File: config.mk
export PLATFORM = sky130hd
export DESIGN_NAME = aesctr_ctrl
export DESIGN_NICKNAME = d
export VERILOG_FILES = /design/src/design/aesctr_pkg.sv /design/src/design/aesctr_ctrl.sv
export SDC_FILE = /design/constraint.sdc
export NUM_CORES = 1
export LEC_CHECK = 0
export ABC_AREA = 1
export BUFFER_PORTS_ARGS = -buffer_cell sky130_fd_sc_hd__buf_2
export CORE_MARGIN = 2
export CORE_UTILIZATION = 55
export DETAILED_ROUTE_END_ITERATION = 8
export PLACE_DENSITY = 0.79
export SETUP_SLACK_MARGIN = 0.2
export SKIP_LAST_GASP = 1
export SYNTH_ARGS = -nofsm -noshare
export SYNTH_HDL_FRONTEND = slang
export SYNTH_SLANG_ARGS = --single-unit
File: constraint.sdc
create_clock -name i_clk -period 2.4 [get_ports i_clk]
set_clock_uncertainty 0.15 [all_clocks]
set_input_delay 0.12 -clock i_clk [delete_from_list [all_inputs] [get_ports i_clk]]
set_output_delay 0.12 -clock i_clk [all_outputs]
set_load 0.03 [all_outputs]
File: src/design/aesctr_pkg.sv
// ----------------------------------------------------------------------------
// aesctr_pkg: shared types, constants and functions
// S-box table, GF(2^8) helpers and controller/datapath command types.
// ----------------------------------------------------------------------------
package aesctr_pkg;

    localparam int RK_DEPTH = 44;
    localparam int RK_AW    = 6;
    localparam logic [7:0] RCON_INIT = 8'h01;
    localparam logic [7:0] GF_POLY   = 8'h1B;

    localparam logic [1:0] REG_KEY_HIGH = 2'd0;
    localparam logic [1:0] REG_KEY_LOW  = 2'd1;
    localparam logic [1:0] REG_IV_HIGH  = 2'd2;
    localparam logic [1:0] REG_IV_LOW   = 2'd3;

    localparam logic [7:0] SBOX [256] = '{
    8'h63,8'h7C,8'h77,8'h7B,8'hF2,8'h6B,8'h6F,8'hC5,8'h30,8'h01,8'h67,8'h2B,8'hFE,8'hD7,8'hAB,8'h76,
    8'hCA,8'h82,8'hC9,8'h7D,8'hFA,8'h59,8'h47,8'hF0,8'hAD,8'hD4,8'hA2,8'hAF,8'h9C,8'hA4,8'h72,8'hC0,
    8'hB7,8'hFD,8'h93,8'h26,8'h36,8'h3F,8'hF7,8'hCC,8'h34,8'hA5,8'hE5,8'hF1,8'h71,8'hD8,8'h31,8'h15,
    8'h04,8'hC7,8'h23,8'hC3,8'h18,8'h96,8'h05,8'h9A,8'h07,8'h12,8'h80,8'hE2,8'hEB,8'h27,8'hB2,8'h75,
    8'h09,8'h83,8'h2C,8'h1A,8'h1B,8'h6E,8'h5A,8'hA0,8'h52,8'h3B,8'hD6,8'hB3,8'h29,8'hE3,8'h2F,8'h84,
    8'h53,8'hD1,8'h00,8'hED,8'h20,8'hFC,8'hB1,8'h5B,8'h6A,8'hCB,8'hBE,8'h39,8'h4A,8'h4C,8'h58,8'hCF,
    8'hD0,8'hEF,8'hAA,8'hFB,8'h43,8'h4D,8'h33,8'h85,8'h45,8'hF9,8'h02,8'h7F,8'h50,8'h3C,8'h9F,8'hA8,
    8'h51,8'hA3,8'h40,8'h8F,8'h92,8'h9D,8'h38,8'hF5,8'hBC,8'hB6,8'hDA,8'h21,8'h10,8'hFF,8'hF3,8'hD2,
    8'hCD,8'h0C,8'h13,8'hEC,8'h5F,8'h97,8'h44,8'h17,8'hC4,8'hA7,8'h7E,8'h3D,8'h64,8'h5D,8'h19,8'h73,
    8'h60,8'h81,8'h4F,8'hDC,8'h22,8'h2A,8'h90,8'h88,8'h46,8'hEE,8'hB8,8'h14,8'hDE,8'h5E,8'h0B,8'hDB,
    8'hE0,8'h32,8'h3A,8'h0A,8'h49,8'h06,8'h24,8'h5C,8'hC2,8'hD3,8'hAC,8'h62,8'h91,8'h95,8'hE4,8'h79,
    8'hE7,8'hC8,8'h37,8'h6D,8'h8D,8'hD5,8'h4E,8'hA9,8'h6C,8'h56,8'hF4,8'hEA,8'h65,8'h7A,8'hAE,8'h08,
    8'hBA,8'h78,8'h25,8'h2E,8'h1C,8'hA6,8'hB4,8'hC6,8'hE8,8'hDD,8'h74,8'h1F,8'h4B,8'hBD,8'h8B,8'h8A,
    8'h70,8'h3E,8'hB5,8'h66,8'h48,8'h03,8'hF6,8'h0E,8'h61,8'h35,8'h57,8'hB9,8'h86,8'hC1,8'h1D,8'h9E,
    8'hE1,8'hF8,8'h98,8'h11,8'h69,8'hD9,8'h8E,8'h94,8'h9B,8'h1E,8'h87,8'hE9,8'hCE,8'h55,8'h28,8'hDF,
    8'h8C,8'hA1,8'h89,8'h0D,8'hBF,8'hE6,8'h42,8'h68,8'h41,8'h99,8'h2D,8'h0F,8'hB0,8'h54,8'hBB,8'h16};

    // controller -> datapath commands
    typedef struct packed {
        logic            ks_start;   // load key words 0..3, begin expansion
        logic            ks_step;    // compute next key word
        logic            blk_load;   // capture input, counter, initial add
        logic            rnd_step;   // one AES round
        logic            rnd_last;   // final round (no column mix)
        logic            out_load;   // form result word
        logic            rk_rd_en;   // read round key word
        logic [RK_AW-1:0] rk_rd_addr;
    } t_cmd;

    function automatic logic [7:0] xtime(input logic [7:0] b);
        xtime = {b[6:0], 1'b0} ^ (b[7] ? GF_POLY : 8'h00);
    endfunction

    function automatic logic [31:0] sub_word(input logic [31:0] w);
        sub_word = {SBOX[w[31:24]], SBOX[w[23:16]], SBOX[w[15:8]], SBOX[w[7:0]]};
    endfunction

endpackage

File: src/design/aesctr_ctrl.sv
// ----------------------------------------------------------------------------
// aesctr_ctrl: sequencing controller
// Runs key expansion after reset or key writes, then block rounds.
// ----------------------------------------------------------------------------
module aesctr_ctrl
    import aesctr_pkg::*;
(
    input  logic i_clk,
    input  logic i_rst_n,
    input  logic i_key_wr,
    input  logic i_in_valid,
    input  logic i_out_busy,
    output logic o_in_ready,
    output t_cmd o_cmd
);
    typedef enum logic [2:0] {S_KS_INIT, S_KS_RUN, S_IDLE, S_ROUND, S_OUT} t_state;

    t_state           r_state, n_state;
    logic [RK_AW-1:0] r_cnt, n_cnt;

    assign o_in_ready = (r_state == S_IDLE) && !i_key_wr;

    // next state and commands
    always_comb begin
        n_state = r_state;
        n_cnt   = r_cnt;
        o_cmd   = '0;
        unique case (r_state)
            S_KS_INIT: begin
                o_cmd.ks_start = 1'b1;
                n_cnt   = RK_AW'(4);
                n_state = S_KS_RUN;
            end
            S_KS_RUN: begin
                // round key 0 is already written; keep it on the read port
                o_cmd.ks_step    = 1'b1;
                o_cmd.rk_rd_en   = 1'b1;
                o_cmd.rk_rd_addr = '0;
                n_cnt = r_cnt + 1'b1;
                if (r_cnt == RK_AW'(RK_DEPTH - 1)) n_state = S_IDLE;
            end
            S_IDLE: begin
                // round key 0 is read ahead so it lands with the load
                o_cmd.rk_rd_en   = 1'b1;
                o_cmd.rk_rd_addr = '0;
                if (i_key_wr) begin
                    n_state = S_KS_INIT;
                end else if (i_in_valid && o_in_ready) begin
                    o_cmd.blk_load   = 1'b1;
                    o_cmd.rk_rd_addr = RK_AW'(1);
                    n_cnt   = RK_AW'(1);
                    n_state = S_ROUND;
                end
            end
            S_ROUND: begin
                // r_cnt = round number; its key words were read in the
                // prior cycle, the next round's words are read now
                o_cmd.rnd_step = 1'b1;
                o_cmd.rnd_last = (r_cnt == RK_AW'(10));
                if (r_cnt != RK_AW'(10)) begin
                    o_cmd.rk_rd_en   = 1'b1;
                    o_cmd.rk_rd_addr = r_cnt + 1'b1;
                end
                n_cnt = r_cnt + 1'b1;
                if (r_cnt == RK_AW'(10)) n_state = S_OUT;
            end
            S_OUT: begin
                // hold until the output register is free or draining
                o_cmd.rk_rd_en   = 1'b1;
                o_cmd.rk_rd_addr = '0;
                if (!i_out_busy) begin
                    o_cmd.out_load = 1'b1;
                    n_state = S_IDLE;
                end
            end
            default: n_state = S_IDLE;
        endcase
        if (i_key_wr && r_state != S_IDLE) n_state = S_KS_INIT;
    end

    always_ff @(posedge i_clk) begin
        if (!i_rst_n) begin
            r_state <= S_KS_INIT;
            r_cnt   <= '0;
        end else begin
            r_state <= n_state;
            r_cnt   <= n_cnt;
        end
    end
endmodule

==> results of run 1 <==
==> worst paths after layout <==
kind	depth (start not counted)	slack [ns]	end	from
setup / recovery	6	0.56	o_cmd[4]	r_cnt[1]$_SDFFE_PN0P_
hold / removal	3	-0.0004	r_state[2]$_SDFFE_PP0P_	i_out_busy
setup reg to reg	8	0.91	r_state[0]$_SDFFE_PP0P_	r_cnt[1]$_SDFFE_PN0P_
hold reg to reg	2	0.36	r_cnt[3]$_SDFFE_PN0P_	r_cnt[3]$_SDFFE_PN0P_
==> critical path, stage by stage, from the launching register on <==
cell and delay, ns:
dfxtp_1 0.41, ha_1 0.26, nand3_1 0.11, xor2_1 0.19
inv_1 0.06, nor2_1 0.08, buf_2 0.19
==> cells by family after synthesis <==
logic type               share of synthesized area [%]
AO/OA/AOI/OAI                                    13.48
XOR/XNOR                                         2.330
adder cells (fa/ha/maj)                          3.327
buffers and inverters                            11.98
flip-flops                                       23.96
AND/OR/NAND/NOR                                  44.92
==> state kept, by name, indices dropped and copies added (netlist names) <==
signal / count
r_cnt: 6
r_state: 3
==> layer usage <==
metal  wire length (µm)  vias up  part of all wire (%)  global-route usage [%]
met4                 19        0                   1.1                   7.500
li1                   -      385                     -                       -
met2                717       30                    42                   35.55
met5                  0        -                     0                       0
met1                851      343                    50                   29.51
met3                106        2                   6.3                   4.891
==> report_power, final <==
group / internal [mW] / switching (mW) / total, mW
clock network: 0.0645 / 0.0620 / 0.127
logic: 0.0359 / 0.0756 / 0.112
registers: 0.157 / 0.0135 / 0.171
==> cell usage after synthesis <==
cell,count,area (µm²)
xnor2_1,1,8.760
o211ai_1,3,22.52
nand4_1,2,12.51
nand3_1,3,15.01
nand2_1,17,63.81
a21boi_1,1,7.510
nor2_4,3,33.78
or2_2,1,6.260
a21oi_2,2,17.52
nand3_2,2,20.02
dfxtp_1,9,180.2
o21bai_2,1,11.26
nand3_4,1,17.52
nor2_1,15,56.30
a21oi_1,4,20.02
a31oi_1,1,6.260
nor2_8,1,20.02
nor3_1,1,5.000
nor2_2,1,6.260
inv_2,6,22.52
nor3_2,1,10.01
nand2_4,3,33.78
ha_1,2,25.02
xor2_1,1,8.760
o21ai_0,2,10.01
o22ai_1,1,6.260
inv_1,18,67.56
nand2_2,6,37.54
==> area by class of cell <==
| type | instances | area share [%] |
|---|---|---|
| Tap cell | 15 | 2.092 |
| Sequential cell | 9 | 20.08 |
| Timing Repair Buffer | 19 | 11.16 |
| Clock buffer | 4 | 2.929 |
| Inverter | 24 | 10.04 |
| Multi-Input combinational cell | 76 | 53.70 |
==> stage by stage <==
step / instance area (µm²) / instances / worst slack, ns
6_report: 897.1 / 147 / 0.5594
5_1_grt: 897.1 / 147 / 0.4160
4_1_cts: 897.1 / 147 / 0.5639
3_5_place_dp: 860.8 / 142 / 0.8622
3_3_place_gp: 860.8 / 142 / 0.8906
2_1_floorplan: 752.0 / 109 / 0.6307
==> timing repair <==
item	4_1_cts	5_1_grt
gates resized for setup	0	0
hold buffers	1	0
endpoints found under the hold margin	1	0
==> impl_metrics.ini, run 1 <==
[power_and_ir_drop]
ir_drop_uv = 384.6
total_power_mw = 0.4088
powerDensity_mw_per_mm2 = 455.7
p_leak_nw = 0.4414

[routing]
vias_per_cell = 5.170
firstDrtPassIters = 6
drcViolationCount = 0
drtAntennaViolNets = 0
wl_per_cell_um = 11.52
drtIter0Drc = 18
routed_wl_mm = 1.694
vias = 760

[finish]
final_util_pct = 69.82
final_layout_size_suffix_gt1_share_pct = 37.12
final_cell_mix = inv_1, buf_2, nand2_1
area_delta_synth_final_pct = 19.30
register_area_um2 = 180.2
antennaDiodeCount = 0
fillers = 119
nets = 140
multiInputGateArea_um2 = 481.7

[sta]
setup_violations = 0
slew_viol_final = 0
worstMarginPinSlew_ns = 0.2693
fin_tns_setup_ns = 0
rsz0062_at_grt = false
holdWs_ns = -0.0004426
slew_headroom_pct = 82.02
hold_viol_final = 1
fmax_ghz = 0.5433
post-route-min-period_ns = 1.841
post-route-period-util_pct = 76.69

[run_status]
status = complete, but fails checks
violations = hold timing

[floorplan]
rows = 13
initial_core_util_pct = 58.52
die_area_mm2 = 0.001679
die_y_um = 40.98
core_mm2 = 0.001285
die_w_um = 40.98
ioPinCount = 19

[logic_synthesis]
yosys_warnings = 0
yosysSeqAreaShare_pct = 23.96
synth_cells = 109
yosysUniqueCellTypes = 28
synth_fp_nets = 116
netlist_area_um2 = 752.0
synth_area_per_cell_um2 = 6.899
synth_seq_cells = 9

[setup_path]
crit_path_end_kind = primary output
worstSetupPathType = reg -> out
arrival_ns = 1.57
path_max_fanout = 4
start_kind = flop
cp.required_ns = 2.13

[clocking]
ctsLongestPathBuffers = 2
h-tree-depth = 1
cts_tree = yes
cts.sinks = 9
cts_buffers = 3
root_buffer = clkbuf_4
post_cts_buffers = 0
clk_latency_ns = 0.27
clk_pin_slew_ns = 0.07

[grt]
grt_pass1_wl_mm = 2.442
grt_pass1_vias = 619
grt_max_degree = 8
track_usage_pct = 22.38
antenna_found_initial = 0
grt_overflow = 0

[flow_run]
drv_cap = 0

[placed_design]
hpwl_mm = 1.355
port_buffers = 18
place_congestion = 0.9090

[worst_hold_path]
hold_path_class = in -> reg
Note: power is estimated with default switching activity, not from simulation.
==> run 2: changes to the inputs <==
--- a/config.mk
+++ b/config.mk
@@ -8,9 +8,9 @@
 export ABC_AREA = 1
 export BUFFER_PORTS_ARGS = -buffer_cell sky130_fd_sc_hd__buf_2
 export CORE_MARGIN = 2
-export CORE_UTILIZATION = 55
+export CORE_UTILIZATION = 46
 export DETAILED_ROUTE_END_ITERATION = 8
-export PLACE_DENSITY = 0.79
+export PLACE_DENSITY = 0.7
 export SETUP_SLACK_MARGIN = 0.2
 export SKIP_LAST_GASP = 1
 export SYNTH_ARGS = -nofsm -noshare
==> constraint.sdc (replaced) <==
create_clock -name i_clk -period 1.6 [get_ports i_clk]
set_clock_uncertainty 0.15 [all_clocks]
set_input_delay 0.08 -clock i_clk [delete_from_list [all_inputs] [get_ports i_clk]]
set_output_delay 0.08 -clock i_clk [all_outputs]
set_load 0.03 [all_outputs]
==> run 2 against run 1 <==
Final area is 40% higher. First-iteration DRC count is 130% higher. Core utilization is 13 points higher. Setup slack lost 0.54 ns. The run now ends clean. Global-route usage is 1.7 points higher. Register-to-register slack worse by 0.84 ns. Highest routed layer unchanged. Clock-buffer cell count unchanged. Flip-flop and latch count unchanged. Worst hold slack gained 0.19 ns.
==> impl_metrics.ini, run 2 (synthesis results as in run 1) <==
[setup_path]
cp_cell_sequence = inv_2 > ha_2 > nand3_4 > nand2_8 > nor2_2 > buf_6
slowest_delay_ns = 0.37
path_max_fanout = 5
arrival_ns = 1.35
crit_path_end_kind = primary output
start_kind = flop
cp.required_ns = 1.37
worstSetupPathType = reg -> out
slowest_stage = dfxtp_4

[grt]
track_usage_pct = 24.11
grt_pass1_wl_mm = 3.498
grt_max_degree = 8
antenna_found_initial = 0
grt_pass1_vias = 811
grt_overflow = 0

[floorplan]
initial_core_util_pct = 49.34
core_mm2 = 0.001524
die_w_um = 44.43
die_y_um = 44.43
ioPinCount = 19
rows = 14
die_area_mm2 = 0.001974

[sta]
rsz0062_at_grt = true
fmax_ghz = 0.6326
setup_violations = 0
worstMarginPinSlew_ns = 0.2716
slew_headroom_pct = 81.88
fin_tns_setup_ns = 0
finalWorstSetupSlack_ns = 0.01917
hold_viol_final = 0
holdWs_ns = 0.1904
post-route-min-period_ns = 1.581
post-route-period-util_pct = 98.80
slew_viol_final = 0

[power_and_ir_drop]
switching_power_mw = 0.2549
powerDensity_mw_per_mm2 = 558.4
p_leak_nw = 0.5425
power.internal_mw = 0.4466
power_frac_comb_pct = 38.1
swShare_pct = 36.34
ir_drop_uv = 544.8
power_frac_seq_pct = 36.9
power_frac_clock_pct = 25.0

[clocking]
h-tree-depth = 1
cts.sinks = 9
cts_tree = yes
clk_latency_ns = 0.26
clk_pin_slew_ns = 0.07
ctsLongestPathBuffers = 2
cts_buffers = 3
root_buffer = clkbuf_4

[finish]
max_flop_register = r_cnt
area_delta_synth_final_pct = 67.05
antennaDiodeCount = 0
fillers = 88
largestRegisters = r_cnt: 6 flops, r_state: 3 flops
final_common_cell = nand2_1
nets = 154
largest_reg_flops = 6
final_cells = 162
final_cell_mix = nand2_1, inv_1, buf_4
final_layout_size_suffix_gt1_share_pct = 60.27

[flow_run]
drv_cap = 0

[routing]
firstDrtPassIters = 4
routed_wl_mm = 2.138
drtAntennaViolNets = 0
wl_per_cell_um = 13.20
drcViolationCount = 0
drtIter0Drc = 41
vias_per_cell = 5.241
vias = 849

[placed_design]
numPlacedInstances = 145
place_congestion = 0.9111
hpwl_mm = 1.384
pre_cts_ws_ns = 0.1199
port_buffers = 18

[run_status]
status = finished clean

[worst_hold_path]
hold_path_class = in -> reg
## run 2: changes by cell type in the layout (fill, tap and decap cells not counted), sizes merged
cell,change
buf,+12
dlygate4sd3,+2
## run 2: power groups by stage
stage          clock, mW  combinational (mW)  sequential (mW)
3_3_place_gp           0               0.183            0.258
6_report           0.175               0.267            0.259
2_1_floorplan          0               0.136            0.258
3_5_place_dp           0               0.186            0.258
4_1_cts            0.178               0.227            0.259
5_1_grt            0.191               0.286            0.260
## run 2: routing by layer
layer,wire [µm],global-route usage [%],vias to the layer above
met5,0,0,-
met3,99,5.306,2
li1,-,-,419
met4,19,9.697,0
met1,961,29.72,394
met2,1058,40.59,34
## run 2: final cells by class
class                   instances  area [µm²]  share of cell area [%]
flip-flops and latches          9       201.4                   16.04
multi-input cells              76       611.8                   48.71
inverters                      24       100.1                   7.968
clock buffers                   4       26.28                   2.092
well taps                      16       20.02                   1.594
repair buffers                 33       296.5                   23.61
## run 2: worst max-delay path, delay by kind of cell (launching register included)
kind          cells  cell delay [ns]
fa+ha+maj         1             0.19
buf+inv           2             0.19
flops             1             0.37
simple gates      3             0.34
## run 2: through the flow
| stage | util [%] | area (µm²) | power, mW |
|---|---|---|---|
| floorplan | - | 795.8 | 0.3939 |
| global placement | 60.43 | 920.9 | 0.4412 |
| detailed placement | 60.43 | 920.9 | 0.4442 |
| CTS | 77.18 | 1176 | 0.6635 |
| global route | 82.43 | 1256 | 0.7375 |
| finish | 82.43 | 1256 | 0.7015 |
## run 2: worst paths after layout
check | slack [ns] | depth (start not counted) | startpoint | to
setup reg to reg | 0.07 | 9 | r_cnt[1]$_SDFFE_PN0P_ | r_state[0]$_SDFFE_PP0P_
setup / recovery | 0.02 | 6 | r_cnt[0]$_SDFFE_PN0P_ | o_cmd[2]
hold reg to reg | 0.34 | 2 | r_cnt[3]$_SDFFE_PN0P_ | r_cnt[3]$_SDFFE_PN0P_
hold / removal | 0.19 | 6 | i_key_wr | r_state[1]$_SDFFE_PP0P_
## run 2: repair_timing
action / 4_1_cts / 5_1_grt
hold buffers: 3 / 0
pin swaps: 7 / 8
resized for setup: 46 / 16
hold endpoints to repair: 3 / 0
gates cloned: 0 / 0
buffers inserted: 8 / 2
endpoints found under the setup margin: 17 / 18
==> run 3: changes to the inputs <==
--- a/config.mk
+++ b/config.mk
@@ -5,10 +5,9 @@
 export SDC_FILE = /design/constraint.sdc
 export NUM_CORES = 1
 export LEC_CHECK = 0
-export ABC_AREA = 1
 export BUFFER_PORTS_ARGS = -buffer_cell sky130_fd_sc_hd__buf_2
-export CORE_MARGIN = 2
-export CORE_UTILIZATION = 46
+export CORE_MARGIN = 1.5
+export CORE_UTILIZATION = 45
 export DETAILED_ROUTE_END_ITERATION = 8
 export PLACE_DENSITY = 0.7
 export SETUP_SLACK_MARGIN = 0.2
==> run 3 against run 2 <==
The run now fails in global routing (5_1_grt). Synthesized cell count is 20% lower. Area after synthesis is 9.3% lower.
==> impl_metrics.ini, run 3 <==
[run_status]
status = did not finish
lastStage = global routing (5_1_grt)
stop_error = [ERROR DPL-0038] Utilization greater than 100%, impossible to legalize

[placed_design]
numPlacedInstances = 126
hpwl_mm = 1.424
place_congestion = 0.7965
port_buffers = 18

[logic_synthesis]
async_flop_share_pct = 0
yosysUniqueCellTypes = 38
yosysSeqAreaShare_pct = 26.42
yosys_warnings = 0
synth_edf_count = 0
synthTopCellsByCount = nor2_1, dfxtp_1
yosys.area.top_type = dfxtp_1
synth_fp_nets = 94
ys.flop_type = dfxtp_1
synth_area_per_cell_um2 = 7.838
synth_cells = 87
synth_seq_cells = 9
synth_top_area_share_pct = 26.42
yosysMostFrequentCell = nor2_1
netlist_area_um2 = 681.9
yosys-top-cells-area = dfxtp_1, nor2_1, xor2_1, ha_1, nand2b_1

[sta]
crit_endpoint = o_cmd[8]
worstEpCategory = output port

[clocking]
ctsLongestPathBuffers = 2
root_buffer = clkbuf_4
cts_buffers = 3
h-tree-depth = 1
cts.sinks = 9

[floorplan]
die_y_um = 41.93
rows = 13
initial_core_util_pct = 50.51
die_w_um = 41.93
ioPinCount = 19

[grt]
grt_max_degree = 11
[run 3: changes by cell type after synthesis, sizes merged, moves of 4 or more]
cell / delta
nand2b: +4
buf: +4
inv: -21
nand2: -22
nor2: -7
[run 3: logic make-up after synthesis]
family          Yosys count  share of synthesized area, %
simple gates             44                         37.80
xor+xnor                  5                         6.422
compound gates           19                         20.37
buf+inv                   8                         5.320
fa+ha+maj                 2                         3.669
flops                     9                         26.42
[run 3: through the flow]
stage	util, %	TNS (ns)	cell area, µm²	setup WS [ns]
after floorplan	-	0	825.8	0.04037
after global placement	73.31	0	989.7	0.06570
after detailed placement	73.31	0	989.7	0.06597
after CTS	92.77	-0.6816	1252	-0.1154
[run 3: what timing repair did]
item / CTS
buffers inserted: 7
pin swaps: 8
endpoints found under the hold margin: 3
endpoints found under the setup margin: 20
hold buffers: 1
gates resized for setup: 48
==> run 4: changes to the inputs <==
--- a/config.mk
+++ b/config.mk
@@ -6,11 +6,10 @@
 export NUM_CORES = 1
 export LEC_CHECK = 0
 export BUFFER_PORTS_ARGS = -buffer_cell sky130_fd_sc_hd__buf_2
-export CORE_MARGIN = 1.5
-export CORE_UTILIZATION = 45
+export CORE_AREA = 2 2 63 65
 export DETAILED_ROUTE_END_ITERATION = 8
-export PLACE_DENSITY = 0.7
-export SETUP_SLACK_MARGIN = 0.2
+export DIE_AREA = 0 0 65 67
+export PLACE_DENSITY_LB_ADDON = 0.15
 export SKIP_LAST_GASP = 1
 export SYNTH_ARGS = -nofsm -noshare
 export SYNTH_HDL_FRONTEND = slang
==> constraint.sdc (replaced) <==
create_clock -name i_clk -period 2.1 [get_ports i_clk]
set_clock_uncertainty 0.15 [all_clocks]
set_input_delay 0.105 -clock i_clk [delete_from_list [all_inputs] [get_ports i_clk]]
set_output_delay 0.105 -clock i_clk [all_outputs]
set_load 0.03 [all_outputs]
==> run 4 against run 3 <==
The run now ends clean. Area after synthesis is the same. Synthesized cell count stayed put.
==> impl_metrics.ini, run 4 <==
[run_status]
status = finished clean

[grt]
grt_overflow = 0
antenna_found_initial = 0
grt_pass1_vias = 669
grt_max_degree = 16
track_usage_pct = 10.01
grt_pass1_wl_mm = 3.208

[worst_hold_path]
hold_path_depth = 3
hold_path_end = r_cnt[3]$_SDFFE_PN0P_
hold_path_class = in -> reg
hp-start = i_rst_n

[routing]
vias_per_cell = 4.432
drcViolationCount = 0
drtAntennaViolNets = 0
firstDrtPassIters = 4
drtIter0Drc = 7
routed_wl_mm = 1.944
wl_per_cell_um = 12.54
vias = 687

[clocking]
h-tree-depth = 1
ctsLongestPathBuffers = 2
hold_buffers = 0
post_cts_buffers = 0
cts_buffers = 3
cts.sinks = 9
cts_tree = yes
root_buffer = clkbuf_8
cts_resized = 0
clk_pin_slew_ns = 0.05
clk_latency_ns = 0.24

[logic_synthesis]
yosysSeqAreaShare_pct = 26.42
synthTopCellsByCount = nor2_1, dfxtp_1
yosys-top-cells-area = dfxtp_1, nor2_1, xor2_1, ha_1, nand2b_1
synth_edf_count = 0
synth_area_per_cell_um2 = 7.838
synth_top_area_share_pct = 26.42
yosysMostFrequentCell = nor2_1
async_flop_share_pct = 0
ys.flop_type = dfxtp_1
synth_seq_cells = 9
netlist_area_um2 = 681.9
yosysUniqueCellTypes = 38
synth_cells = 87
yosys_warnings = 0
synth_fp_nets = 94
yosys.area.top_type = dfxtp_1

[power_and_ir_drop]
ir_drop_uv = 131.6
powerDensity_mw_per_mm2 = 489.1
p_leak_nw = 0.3572
total_power_mw = 0.4314

[setup_path]
worstSetupPathType = reg -> out
r2r_slack_ns = 0.53
slowest_stage = dfxtp_1
cp.required_ns = 1.85
cp_cell_sequence = inv_1 > ha_1 > nand3b_1 > nand2_1 > o21bai_1 > buf_2
path_max_fanout = 6
start_kind = flop
ff2ff_path_depth = 4
reg2reg_from = r_cnt[1]$_SDFFE_PN0P_
crit_path_end_kind = primary output
arrival_ns = 1.59
timing.rr.end = r_state[1]$_SDFFE_PP0P_
cp.depth = 6
cp_top_family = flip-flops
path_buf_inv = 2
slowest_delay_ns = 0.38

[floorplan]
die_area_mm2 = 0.004355
rows = 22
die_w_um = 65
die_y_um = 67
ioPinCount = 19
initial_core_util_pct = 18.91
core_mm2 = 0.003606

[sta]
post-route-min-period_ns = 1.842
setup_violations = 0
finalWorstSetupSlack_ns = 0.2580
fmax_ghz = 0.5429
fin_tns_setup_ns = 0
post-route-period-util_pct = 87.71
slew_headroom_pct = 78.16
hold_viol_final = 0
slew_viol_final = 0
worstMarginPinSlew_ns = 0.3193
rsz0062_at_grt = false

[finish]
nets = 115
final_layout_size_suffix_gt1_share_pct = 27.10
fillers = 412
final_cell_mix = buf_2, nor2_1, dfxtp_1
area_delta_synth_final_pct = 29.36
largestRegisters = r_cnt: 6 flops, r_state: 3 flops
final_common_cell = buf_2
register_area_um2 = 181.4
antennaDiodeCount = 0
max_flop_register = r_cnt
largest_reg_flops = 6
multiInputGateArea_um2 = 471.7

[placed_design]
hpwl_mm = 1.479
pre_cts_ws_ns = 0.4136
port_buffers = 18
place_congestion = 0.7489

[flow_run]
drv_cap = 0
[run 4: cells by family (layout without fill, tap and decap cells)]
group	Yosys count	count (layout)	share of synthesized area, %
AO/OA/AOI/OAI	19	19	20.37
XOR/XNOR	5	5	6.422
adder cells (fa/ha/maj)	2	2	3.669
buffers and inverters	8	28	5.320
flip-flops	9	9	26.42
AND/OR/NAND/NOR	44	44	37.80
[run 4: layout make-up]
| class | instances | area share (%) |
|---|---|---|
| multi-input combinational | 70 | 53.48 |
| inverter | 3 | 1.277 |
| clock buffer | 4 | 5.106 |
| timing repair buffer | 21 | 12.77 |
| tap | 48 | 6.809 |
| sequential | 9 | 20.57 |
[run 4: report_power, final]
part           internal (mW)  switching (mW)  total, mW
Combinational         0.0171          0.0257     0.0428
Sequential             0.175         0.00616      0.181
Clock                  0.133          0.0749      0.208
[run 4: worst max-delay path by stage]
stage	start	endpoint
after detailed placement	r_state[2]$_SDFFE_PP0P_	o_cmd[0]
after global placement	r_state[2]$_SDFFE_PP0P_	o_cmd[0]
after CTS	r_state[2]$_SDFFE_PP0P_	o_cmd[0]
after global routing	r_cnt[0]$_SDFFE_PN0P_	o_cmd[0]
after floorplan	r_state[1]$_SDFFE_PP0P_	o_cmd[0]
final	r_cnt[0]$_SDFFE_PN0P_	o_cmd[0]
[run 4: routing by layer]
layer / vias up / GRT usage, % / share of wire, %
met5: - / 0 / 0
met4: 0 / 6.383 / 1.2
met3: 3 / 2.196 / 4.2
met2: 17 / 14.43 / 44
met1: 311 / 13.32 / 50
li1: 356 / - / -
[run 4: metrics by stage]
stage | instances | util, % | instance area (µm²) | hold slack [ns]
after global routing | 155 | 24.46 | 882.1 | 0.09787
after floorplan | 87 | - | 688.2 | 0.1239
after global placement | 151 | 23.18 | 835.8 | 0.3238
after detailed placement | 151 | 23.18 | 835.8 | 0.3237
final | 155 | 24.46 | 882.1 | 0.07933
after CTS | 155 | 24.43 | 880.8 | 0.07046
[run 4: worst register-to-register path, cell delays in order, from the launching register on]
cell     delay, ns
dfxtp_1       0.40
ha_1          0.33
a41oi_1       0.20
a211o_1       0.32
o41ai_1       0.06
